$ cat config.mk
export PLATFORM = sky130hd
export DESIGN_NAME = send_backlog_admission_pacer_core
export DESIGN_NICKNAME = d
export VERILOG_FILES = /design/src/sv/sbap_pkg.sv /design/src/sv/send_backlog_admission_pacer_core.sv /design/src/sv/sbap_ctrl.sv /design/src/sv/sbap_datapath.sv
export SDC_FILE = /design/constraint.sdc
export NUM_CORES = 2
export LEC_CHECK = 0
export BUFFER_PORTS_ARGS = -buffer_cell sky130_fd_sc_hd__buf_2
export CORE_ASPECT_RATIO = 0.9
export CORE_UTILIZATION = 50
export DETAILED_ROUTE_END_ITERATION = 12
export PLACE_DENSITY = 0.63
export REMOVE_ABC_BUFFERS = 1
export SLEW_MARGIN = 20
export SYNTH_ARGS = -nofsm -noshare
export SYNTH_HDL_FRONTEND = slang
export SYNTH_SLANG_ARGS = --single-unit
$ cat constraint.sdc
create_clock -name aclk -period 24.1 [get_ports aclk]
set_input_delay 0 -clock aclk [delete_from_list [all_inputs] [get_ports aclk]]
set_output_delay 0 -clock aclk [all_outputs]
set_load 0.005 [all_outputs]
$ cat src/sv/sbap_pkg.sv
package sbap_pkg;

    // Queue shape and per-entry charge
    localparam int QUEUE_DEPTH_DEF = 64;
    localparam int ENTRY_OVERHEAD  = 256;

    // Field widths
    localparam int COST_W     = 33;
    localparam int BACKLOG_W  = 40;
    localparam int RATE_W     = 32;
    localparam int BYTES_W    = 32;
    localparam int NS_W       = 62;
    localparam int SENT_W     = 64;
    localparam int QCOUNT_W   = 7;
    localparam int CFG_DATA_W = 40;
    localparam int CFG_IDX_W  = 2;

    // Pacing divider: one quotient bit per cycle
    localparam int DIV_BITS  = NS_W;
    localparam int DIV_CNT_W = $clog2(DIV_BITS);

    localparam logic [29:0] NANOS_PER_SEC = 30'd1000000000;

    localparam logic [BACKLOG_W-1:0] MAX_BACKLOG_RST = 40'd1048576;
    localparam logic [RATE_W-1:0]    RATE_LIMIT_RST  = 32'd1;

    typedef enum logic [CFG_IDX_W-1:0] {
        CFG_MAX_BACKLOG     = 2'd0,
        CFG_RATE_LIMIT      = 2'd1,
        CFG_THROTTLE_ENABLE = 2'd2,
        CFG_LOSSY_MODE      = 2'd3
    } sbap_cfg_idx_t;

    typedef enum logic [1:0] {
        FUNC_SUBMIT   = 2'd0,
        FUNC_TX_DONE  = 2'd1,
        FUNC_COMPLETE = 2'd2,
        FUNC_STOP     = 2'd3
    } sbap_func_t;

    typedef enum logic [3:0] {
        STAT_STARTED      = 4'd0,
        STAT_QUEUED       = 4'd1,
        STAT_DROPPED      = 4'd2,
        STAT_BACKLOG_STOP = 4'd3,
        STAT_ABORTED      = 4'd4,
        STAT_PACED        = 4'd5,
        STAT_NEXT_STARTED = 4'd6,
        STAT_IDLE         = 4'd7,
        STAT_EMPTY        = 4'd8,
        STAT_STOPPED      = 4'd9
    } sbap_status_t;

    typedef struct packed {
        sbap_func_t         func;
        logic [31:0]        payload_cost;
        logic               closing;
        logic [BYTES_W-1:0] byte_count;
        logic [NS_W-1:0]    elapsed_ns;
    } sbap_in_t;

    typedef struct packed {
        sbap_status_t         status;
        logic [NS_W-1:0]      delay_ns;
        logic [BACKLOG_W-1:0] backlog_now;
        logic [QCOUNT_W-1:0]  queue_count;
        logic [SENT_W-1:0]    sent_total;
    } sbap_out_t;

    // Controller to datapath
    typedef struct packed {
        logic load;
        logic mul;
        logic div_step;
        logic commit;
    } sbap_cmd_t;

    // Datapath to controller
    typedef struct packed {
        logic pace_on;
    } sbap_stat_t;

endpackage

$ cat src/sv/send_backlog_admission_pacer_core.sv
// Send queue admission and pacing.
// The s_ channel carries one event per transfer: submit, transmit done, send
// completion or external stop. Every event produces exactly one result transfer
// on the m_ channel with a status code, the pacing delay (transmit done only),
// and the backlog, queue count and sent-byte total after the event.
// Each accepted event is registered, then its result is committed to the output
// register. A transmit done with pacing active first forms the bytes * 1e9
// product and runs the restoring divider, one quotient bit per cycle, before
// the result step. A new event is taken only after the last result is committed.
// Configuration is a plain write port (cfg_wr_en, cfg_index, cfg_wdata); write
// it only between events.
// Reset (aresetn low, synchronous) empties the queue, clears backlog, sent count
// and stop flag, and loads the register defaults. No clearing pass is needed.
// When the receiver stalls, the result holds in the output register; the block
// takes the next event and finishes its work, then waits until the held result
// is taken before presenting a new one.
module send_backlog_admission_pacer_core import sbap_pkg::*; #(
    parameter int QUEUE_DEPTH = QUEUE_DEPTH_DEF
) (
    input  logic                  aclk,
    input  logic                  aresetn,
    input  logic                  cfg_wr_en,
    input  logic [CFG_IDX_W-1:0]  cfg_index,
    input  logic [CFG_DATA_W-1:0] cfg_wdata,
    input  logic                  s_valid,
    output logic                  s_ready,
    input  sbap_in_t              s_data,
    output logic                  m_valid,
    input  logic                  m_ready,
    output sbap_out_t             m_data
);

    sbap_cmd_t  cmd;
    sbap_stat_t stat;

    // Sequence accept, multiply, divide and result steps
    sbap_ctrl u_ctrl (
        .aclk    (aclk),
        .aresetn (aresetn),
        .s_valid (s_valid),
        .s_ready (s_ready),
        .s_func  (s_data.func),
        .m_valid (m_valid),
        .m_ready (m_ready),
        .stat    (stat),
        .cmd     (cmd)
    );

    // Hold configuration, queue state, cost memory and the pacing divider
    sbap_datapath #(
        .QUEUE_DEPTH (QUEUE_DEPTH)
    ) u_datapath (
        .aclk      (aclk),
        .aresetn   (aresetn),
        .cfg_wr_en (cfg_wr_en),
        .cfg_index (cfg_index),
        .cfg_wdata (cfg_wdata),
        .s_data    (s_data),
        .cmd       (cmd),
        .stat      (stat),
        .m_data    (m_data)
    );

endmodule

$ cat src/sv/sbap_ctrl.sv
module sbap_ctrl import sbap_pkg::*; (
    input  logic       aclk,
    input  logic       aresetn,
    input  logic       s_valid,
    output logic       s_ready,
    input  sbap_func_t s_func,
    output logic       m_valid,
    input  logic       m_ready,
    input  sbap_stat_t stat,
    output sbap_cmd_t  cmd
);

    typedef enum logic [3:0] {
        ST_IDLE = 4'b0001,
        ST_MUL  = 4'b0010,
        ST_DIV  = 4'b0100,
        ST_EXEC = 4'b1000
    } state_t;

    state_t                state_reg, state_next;
    logic [DIV_CNT_W-1:0]  cnt_reg, cnt_next;
    logic                  out_valid_reg, out_valid_next;
    logic                  accept;
    logic                  out_free;

    assign s_ready  = (state_reg == ST_IDLE);
    assign accept   = s_valid && s_ready;
    assign out_free = !out_valid_reg || m_ready;
    assign m_valid  = out_valid_reg;

    always_comb begin
        state_next     = state_reg;
        cnt_next       = cnt_reg;
        out_valid_next = out_valid_reg;
        cmd            = '0;
        if (out_valid_reg && m_ready) begin
            out_valid_next = 1'b0;
        end
        unique case (state_reg)
            ST_IDLE: begin
                if (accept) begin
                    cmd.load = 1'b1;
                    if (s_func == FUNC_TX_DONE && stat.pace_on) begin
                        state_next = ST_MUL;
                    end else begin
                        state_next = ST_EXEC;
                    end
                end
            end
            ST_MUL: begin
                cmd.mul    = 1'b1;
                cnt_next   = DIV_CNT_W'(DIV_BITS - 1);
                state_next = ST_DIV;
            end
            ST_DIV: begin
                cmd.div_step = 1'b1;
                if (cnt_reg == '0) begin
                    state_next = ST_EXEC;
                end else begin
                    cnt_next = cnt_reg - 1'b1;
                end
            end
            ST_EXEC: begin
                if (out_free) begin
                    cmd.commit     = 1'b1;
                    out_valid_next = 1'b1;
                    state_next     = ST_IDLE;
                end
            end
            default: begin
                state_next = ST_IDLE;
            end
        endcase
    end

    always_ff @(posedge aclk) begin
        if (!aresetn) begin
            state_reg     <= ST_IDLE;
            cnt_reg       <= '0;
            out_valid_reg <= 1'b0;
        end else begin
            state_reg     <= state_next;
            cnt_reg       <= cnt_next;
            out_valid_reg <= out_valid_next;
        end
    end

endmodule

$ cat src/sv/sbap_datapath.sv
module sbap_datapath import sbap_pkg::*; #(
    parameter int QUEUE_DEPTH = QUEUE_DEPTH_DEF
) (
    input  logic                  aclk,
    input  logic                  aresetn,
    input  logic                  cfg_wr_en,
    input  logic [CFG_IDX_W-1:0]  cfg_index,
    input  logic [CFG_DATA_W-1:0] cfg_wdata,
    input  sbap_in_t              s_data,
    input  sbap_cmd_t             cmd,
    output sbap_stat_t            stat,
    output sbap_out_t             m_data
);

    localparam int IW = (QUEUE_DEPTH > 1) ? $clog2(QUEUE_DEPTH) : 1;
    localparam int FW = $clog2(QUEUE_DEPTH + 1);
    localparam int SW = FW + 1;

    // Configuration
    logic [BACKLOG_W-1:0] max_backlog_reg;
    logic [RATE_W-1:0]    rate_limit_reg;
    logic                 throttle_reg;
    logic                 lossy_reg;

    // Channel state
    logic [IW-1:0]        head_reg, head_next;
    logic [FW-1:0]        fill_reg, fill_next;
    logic [BACKLOG_W-1:0] backlog_reg, backlog_next;
    logic                 stopped_reg, stopped_next;
    logic [SENT_W-1:0]    sent_reg, sent_next;

    // Item and pacing divider
    sbap_in_t             item_reg;
    logic [NS_W-1:0]      quot_reg;
    logic [RATE_W-1:0]    rem_reg;
    sbap_out_t            out_reg, out_next;

    // Cost queue
    logic [COST_W-1:0]    cost_mem [QUEUE_DEPTH];
    logic [COST_W-1:0]    rd_cost_reg;
    logic                 mem_we;
    logic [IW-1:0]        slot;

    logic [COST_W-1:0]    cost;
    logic [BACKLOG_W:0]   backlog_add;
    logic [BACKLOG_W-1:0] backlog_sat;
    logic [SW-1:0]        slot_sum;
    logic [SENT_W:0]      sent_add;
    logic [RATE_W-1:0]    rate_eff;
    logic [RATE_W:0]      trial;
    logic                 trial_ge;
    logic [NS_W-1:0]      delay_calc;
    logic [FW+QCOUNT_W-1:0] fill_ext;

    assign stat.pace_on = throttle_reg && !stopped_reg;
    assign m_data       = out_reg;

    always_ff @(posedge aclk) begin
        if (!aresetn) begin
            max_backlog_reg <= MAX_BACKLOG_RST;
            rate_limit_reg  <= RATE_LIMIT_RST;
            throttle_reg    <= 1'b0;
            lossy_reg       <= 1'b0;
        end else if (cfg_wr_en) begin
            unique case (sbap_cfg_idx_t'(cfg_index))
                CFG_MAX_BACKLOG:     max_backlog_reg <= cfg_wdata[BACKLOG_W-1:0];
                CFG_RATE_LIMIT:      rate_limit_reg  <= cfg_wdata[RATE_W-1:0];
                CFG_THROTTLE_ENABLE: throttle_reg    <= cfg_wdata[0];
                CFG_LOSSY_MODE:      lossy_reg       <= cfg_wdata[0];
                default: ;
            endcase
        end
    end

    // Restoring division: allocated = byte_count * 1e9 / rate
    assign rate_eff = (rate_limit_reg == '0) ? RATE_W'(1) : rate_limit_reg;
    assign trial    = {rem_reg, quot_reg[NS_W-1]};
    assign trial_ge = (trial >= {1'b0, rate_eff});

    always_ff @(posedge aclk) begin
        if (cmd.load) begin
            item_reg <= s_data;
        end
        if (cmd.mul) begin
            quot_reg <= NS_W'(item_reg.byte_count) * NS_W'(NANOS_PER_SEC);
            rem_reg  <= '0;
        end else if (cmd.div_step) begin
            quot_reg <= {quot_reg[NS_W-2:0], trial_ge};
            rem_reg  <= trial_ge ? RATE_W'(trial - {1'b0, rate_eff}) : trial[RATE_W-1:0];
        end
    end

    assign delay_calc = (quot_reg > item_reg.elapsed_ns) ? quot_reg - item_reg.elapsed_ns : '0;

    always_comb begin
        cost        = COST_W'(item_reg.payload_cost) + COST_W'(ENTRY_OVERHEAD);
        backlog_add = {1'b0, backlog_reg} + (BACKLOG_W + 1)'(cost);
        backlog_sat = backlog_add[BACKLOG_W] ? '1 : backlog_add[BACKLOG_W-1:0];
        slot_sum    = SW'(head_reg) + SW'(fill_reg);
        slot        = (slot_sum >= SW'(QUEUE_DEPTH)) ? IW'(slot_sum - SW'(QUEUE_DEPTH))
                                                     : IW'(slot_sum);
        sent_add    = {1'b0, sent_reg} + (SENT_W + 1)'(item_reg.byte_count);

        head_next    = head_reg;
        fill_next    = fill_reg;
        backlog_next = backlog_reg;
        stopped_next = stopped_reg;
        sent_next    = sent_reg;
        mem_we       = 1'b0;
        out_next.status   = STAT_PACED;
        out_next.delay_ns = '0;

        unique case (item_reg.func)
            FUNC_SUBMIT: begin
                if (stopped_reg) begin
                    out_next.status = STAT_ABORTED;
                end else if (!item_reg.closing && fill_reg != '0
                             && backlog_sat > max_backlog_reg) begin
                    if (lossy_reg) begin
                        out_next.status = STAT_DROPPED;
                    end else begin
                        stopped_next    = 1'b1;
                        out_next.status = STAT_BACKLOG_STOP;
                    end
                end else if (fill_reg >= FW'(QUEUE_DEPTH)) begin
                    out_next.status = STAT_DROPPED;
                end else begin
                    mem_we          = 1'b1;
                    fill_next       = fill_reg + 1'b1;
                    backlog_next    = backlog_sat;
                    out_next.status = (fill_reg != '0) ? STAT_QUEUED : STAT_STARTED;
                end
            end
            FUNC_TX_DONE: begin
                sent_next = sent_add[SENT_W] ? '1 : sent_add[SENT_W-1:0];
                if (stat.pace_on) begin
                    out_next.delay_ns = delay_calc;
                end
                out_next.status = STAT_PACED;
            end
            FUNC_COMPLETE: begin
                if (fill_reg == '0) begin
                    out_next.status = STAT_EMPTY;
                end else begin
                    // floor at zero
                    backlog_next = (backlog_reg > BACKLOG_W'(rd_cost_reg))
                                 ? backlog_reg - BACKLOG_W'(rd_cost_reg) : '0;
                    head_next    = (head_reg == IW'(QUEUE_DEPTH - 1)) ? '0 : head_reg + 1'b1;
                    fill_next    = fill_reg - 1'b1;
                    out_next.status = (fill_reg != FW'(1)) ? STAT_NEXT_STARTED : STAT_IDLE;
                end
            end
            FUNC_STOP: begin
                stopped_next    = 1'b1;
                out_next.status = STAT_STOPPED;
            end
            default: ;
        endcase

        fill_ext             = {{QCOUNT_W{1'b0}}, fill_next};
        out_next.backlog_now = backlog_next;
        out_next.queue_count = fill_ext[QCOUNT_W-1:0];
        out_next.sent_total  = sent_next;
    end

    always_ff @(posedge aclk) begin
        if (!aresetn) begin
            head_reg    <= '0;
            fill_reg    <= '0;
            backlog_reg <= '0;
            stopped_reg <= 1'b0;
            sent_reg    <= '0;
        end else if (cmd.commit) begin
            head_reg    <= head_next;
            fill_reg    <= fill_next;
            backlog_reg <= backlog_next;
            stopped_reg <= stopped_next;
            sent_reg    <= sent_next;
        end
    end

    always_ff @(posedge aclk) begin
        if (cmd.commit) begin
            out_reg <= out_next;
        end
    end

    always_ff @(posedge aclk) begin
        if (cmd.commit && mem_we) begin
            cost_mem[slot] <= cost;
        end
        rd_cost_reg <= cost_mem[head_reg];
    end

endmodule

==> flow_summary_export.csv <==
group,metric,value,unit
placement,dpl.hpwl,242000,µm
yosys,synthArstFlopShare,0,%
clocking,cts_tree,"done",
final_layout,fill_cells,19710,
clocking,cts_made_buffers,291,
global_routing,grt_pass1_vias,76668,
clocking,root_buffer,"clkbuf_16",
sta,skew,0.0741,ns
yosys,synth-compound-area-share,6.31,%
critical_path,ff2ff_path_depth,26,
final_layout,drive_above_1_share,19.1,%
detailed_routing,via_count,77303,
final_layout,final_common_cell,"edfxtp_1",
detailed_routing,dr.pass1.iters,6,
critical_path,worstPathMaxFanout,49,
detailed_routing,wl,358000,µm
critical_path,cpPeakStageDelay,0.81,ns
yosys,yosysWarningCount,0,
clocking,clk_latency,0.90,ns
yosys,synthAdderAreaFrac,9.85,%
critical_path,slowest_stage,"nor2_4",
detailed_routing,wl_met2,167000,µm
pwr,leakage,0.0526,µW
clocking,cts_sinks,2748,
critical_path,end_kind,"flop",
yosys,yosys.area.top_type_share,57.1,%
sta,drv_slew,0,
clocking,path_clk_slew,0.07,ns
placement,portBuffers,354,
sta,worst_slew_pin_slew,1.24,ns
clocking,htreeDepth,5,
worst_hold_path,hold_end,"u_datapath.rate_limit_reg[18]",
yosys,syn_area_per_cell,15.4,µm²
pwr,ir_drop,0.000484,V
die,io_pins,355,
critical_path,reg2reg_to,"u_datapath.cost_mem[36][18]",
clocking,clockBufferDepth,4,
detailed_routing,routed.top_layer,"met5",
yosys,yosysSeqAreaShare,61.4,%
yosys,synth_top_family_by_area,"multiplexers",
final_layout,final_util,58.0,%
critical_path,regToRegSetupSlack,13.01,ns
global_routing,overflow,0,
critical_path,required,24.62,ns
placement,gp_congestion,0.904,
worst_hold_path,hp-class,"in -> reg",
yosys,yosys.area_share.simple,5.35,%
critical_path,setup.worst_path.class,"reg -> reg",
flow_run,maxCapViolCount,0,
clocking,cts_hold_buf,358,
final_layout,area_growth,15.3,%
critical_path,worst_setup_path_start_kind,"flop",
sta,fmax,0.0901,GHz
critical_path,worstPathArrival,11.61,ns
final_layout,finish.net_count,10264,
yosys,synth_xor_xnor_area_share,1.89,%
worst_hold_path,holdPathStages,4,
critical_path,r2r_start,"u_datapath.item_reg[110]",
die,die_h,486,µm
final_layout,largest_reg_flops,2112,
detailed_routing,m1WireLength,154000,µm
yosys,ys.flop_type,"edfxtp_1",
yosys,synth_cell_type_count,110,
clocking,cts_resized,0,
sta,whs,0.0748,ns
yosys,synth_cells,8428,
sta,fin_crit_sh,46.0,%
global_routing,antenna_found_initial,24,
die,num_rows,177,
die,die_width,539,µm
die,initial_utilization,50.3,%
global_routing,gr-usage-all-layers,27.3,%
die,core,258000,µm²
final_layout,mostFrequentLayoutCells,"2,471 x edfxtp_1, 693 x mux4_2, 666 x inv_1",
yosys,yosysTopAreaCell,"edfxtp_1",
yosys,synth_area,130000,µm²
sta,min_period,11.09,ns
detailed_routing,routedWlPerCell,27.7,µm
detailed_routing,dr_wl_met3,28500,µm
yosys,synth_top_cells_by_area,"edfxtp_1 57%, mux4_2 12%, ha_1 5.0%",
sta,hold_violations,0,
global_routing,grt_pass1_wl,524000,µm
critical_path,cpLargestDelayFamily,"simple AND/OR/NAND/NOR gates",
critical_path,cp_num_buf_inv,3,
yosys,synth-edff-count,2471,
worst_hold_path,min_from,"cfg_wdata[18]",
yosys,synth_seq_cells,2748,
detailed_routing,viasPerCell,6.00,
sta,setup_violations,0,
die,die-area,262000,µm²
pwr,p_per_area,122,nW/µm²
sta,grt_setup_unrepaired,"false",
global_routing,grt_start_max_net_pins,108,
run_status,status,"complete, no violations",
sta,slew_headroom,17.0,%
yosys,synthMuxAreaShare,12.2,%
detailed_routing,ant_nets,0,
detailed_routing,drc,0,
clocking,cts_setup_buffers,0,
detailed_routing,drtIter0Drc,8391,
cell usage after synthesis, types with 11 or more instances:
| cell type | count |
|---|---|
| clkbuf_1 | 267 |
| and3_1 | 47 |
| a21o_1 | 129 |
| o31ai_1 | 22 |
| and4_1 | 12 |
| or3_1 | 18 |
| a21oi_1 | 461 |
| o21ai_0 | 269 |
| a31oi_1 | 36 |
| nor3_1 | 77 |
| a22o_1 | 16 |
| ha_1 | 514 |
| mux4_2 | 693 |
| nor2_1 | 498 |
| o21a_1 | 43 |
| nand4_1 | 65 |
| dfxtp_1 | 277 |
| inv_1 | 668 |
| nand2_1 | 542 |
| buf_1 | 49 |
| a221o_1 | 15 |
| o21bai_1 | 35 |
| xor2_1 | 123 |
| o211ai_1 | 27 |
| edfxtp_1 | 2471 |
| a311oi_1 | 17 |
| a211oi_1 | 59 |
| xnor2_1 | 157 |
| or2_2 | 16 |
| fa_1 | 318 |
| nand3_1 | 87 |
| buf_2 | 31 |
| nor4_1 | 22 |
| nand2b_1 | 49 |
| and2_1 | 17 |
| a221oi_1 | 11 |
| mux2i_1 | 19 |
| nor2b_1 | 40 |
final cells by class:
class | count | area (µm²) | share of cell area [%]
antenna | 11 | 27.5 | 0.0184
clock buffer | 364 | 7770 | 5.19
clock inverter | 154 | 1490 | 0.993
inverter | 670 | 2530 | 1.69
multi-input combinational | 4661 | 47100 | 31.4
sequential | 2748 | 79800 | 53.2
tap | 3401 | 4260 | 2.84
timing repair buffer | 884 | 6890 | 4.60
metrics by stage:
stage	area (µm²)	TNS, ns	power [µW]	worst slack, ns	instances
2_1_floorplan	129000	-2752.04	11900	-2.23	8079
3_3_place_gp	137000	0	14000	13.03	11989
3_5_place_dp	137000	0	14000	12.78	11992
4_1_cts	150000	0	18500	12.76	12868
5_1_grt	150000	0	19700	12.47	12885
6_report	150000	0	18300	13.01	12893
worst register-to-register path, delay by kind of cell, from the launching register on:
kind	cells	cell delay, ns
compound gates	7	1.96
xor+xnor	1	0.60
fa+ha+maj	2	0.77
buf+inv	3	1.56
flops	1	0.52
simple gates	13	5.34
worst max-delay path by stage:
stage          slack, ns  depth (start not counted)                     start                          end
4_1_cts            12.76                         26  u_datapath.item_reg[110]  u_datapath.cost_mem[36][17]
6_report           13.01                         26  u_datapath.item_reg[110]  u_datapath.cost_mem[36][18]
2_1_floorplan      -2.23                          6    u_datapath.head_reg[0]   u_datapath.cost_mem[60][0]
3_5_place_dp       12.78                         26  u_datapath.item_reg[108]  u_datapath.cost_mem[36][18]
5_1_grt            12.47                         26  u_datapath.item_reg[110]  u_datapath.cost_mem[36][18]
3_3_place_gp       13.03                         26  u_datapath.item_reg[105]  u_datapath.cost_mem[46][20]
cells by family after synthesis:
| kind of cell | Yosys count |
|---|---|
| compound gates | 1292 |
| xor+xnor | 280 |
| fa+ha+maj | 832 |
| buf+inv | 1019 |
| flops | 2748 |
| mux | 721 |
| simple gates | 1536 |
power by group:
| group | switching [µW] | internal [µW] | total (µW) |
|---|---|---|---|
| registers | 70.1 | 5310 | 5380 |
| logic | 4990 | 3550 | 8540 |
| clock network | 1890 | 2520 | 4410 |
metal layers:
layer / up-vias / global-route usage [%]
met5: - / 0
met4: 10 / 6.43
met3: 420 / 4.41
met2: 3102 / 42.7
met1: 40025 / 40.2
li1: 33746 / -
(Power assumes the default switching activity.)
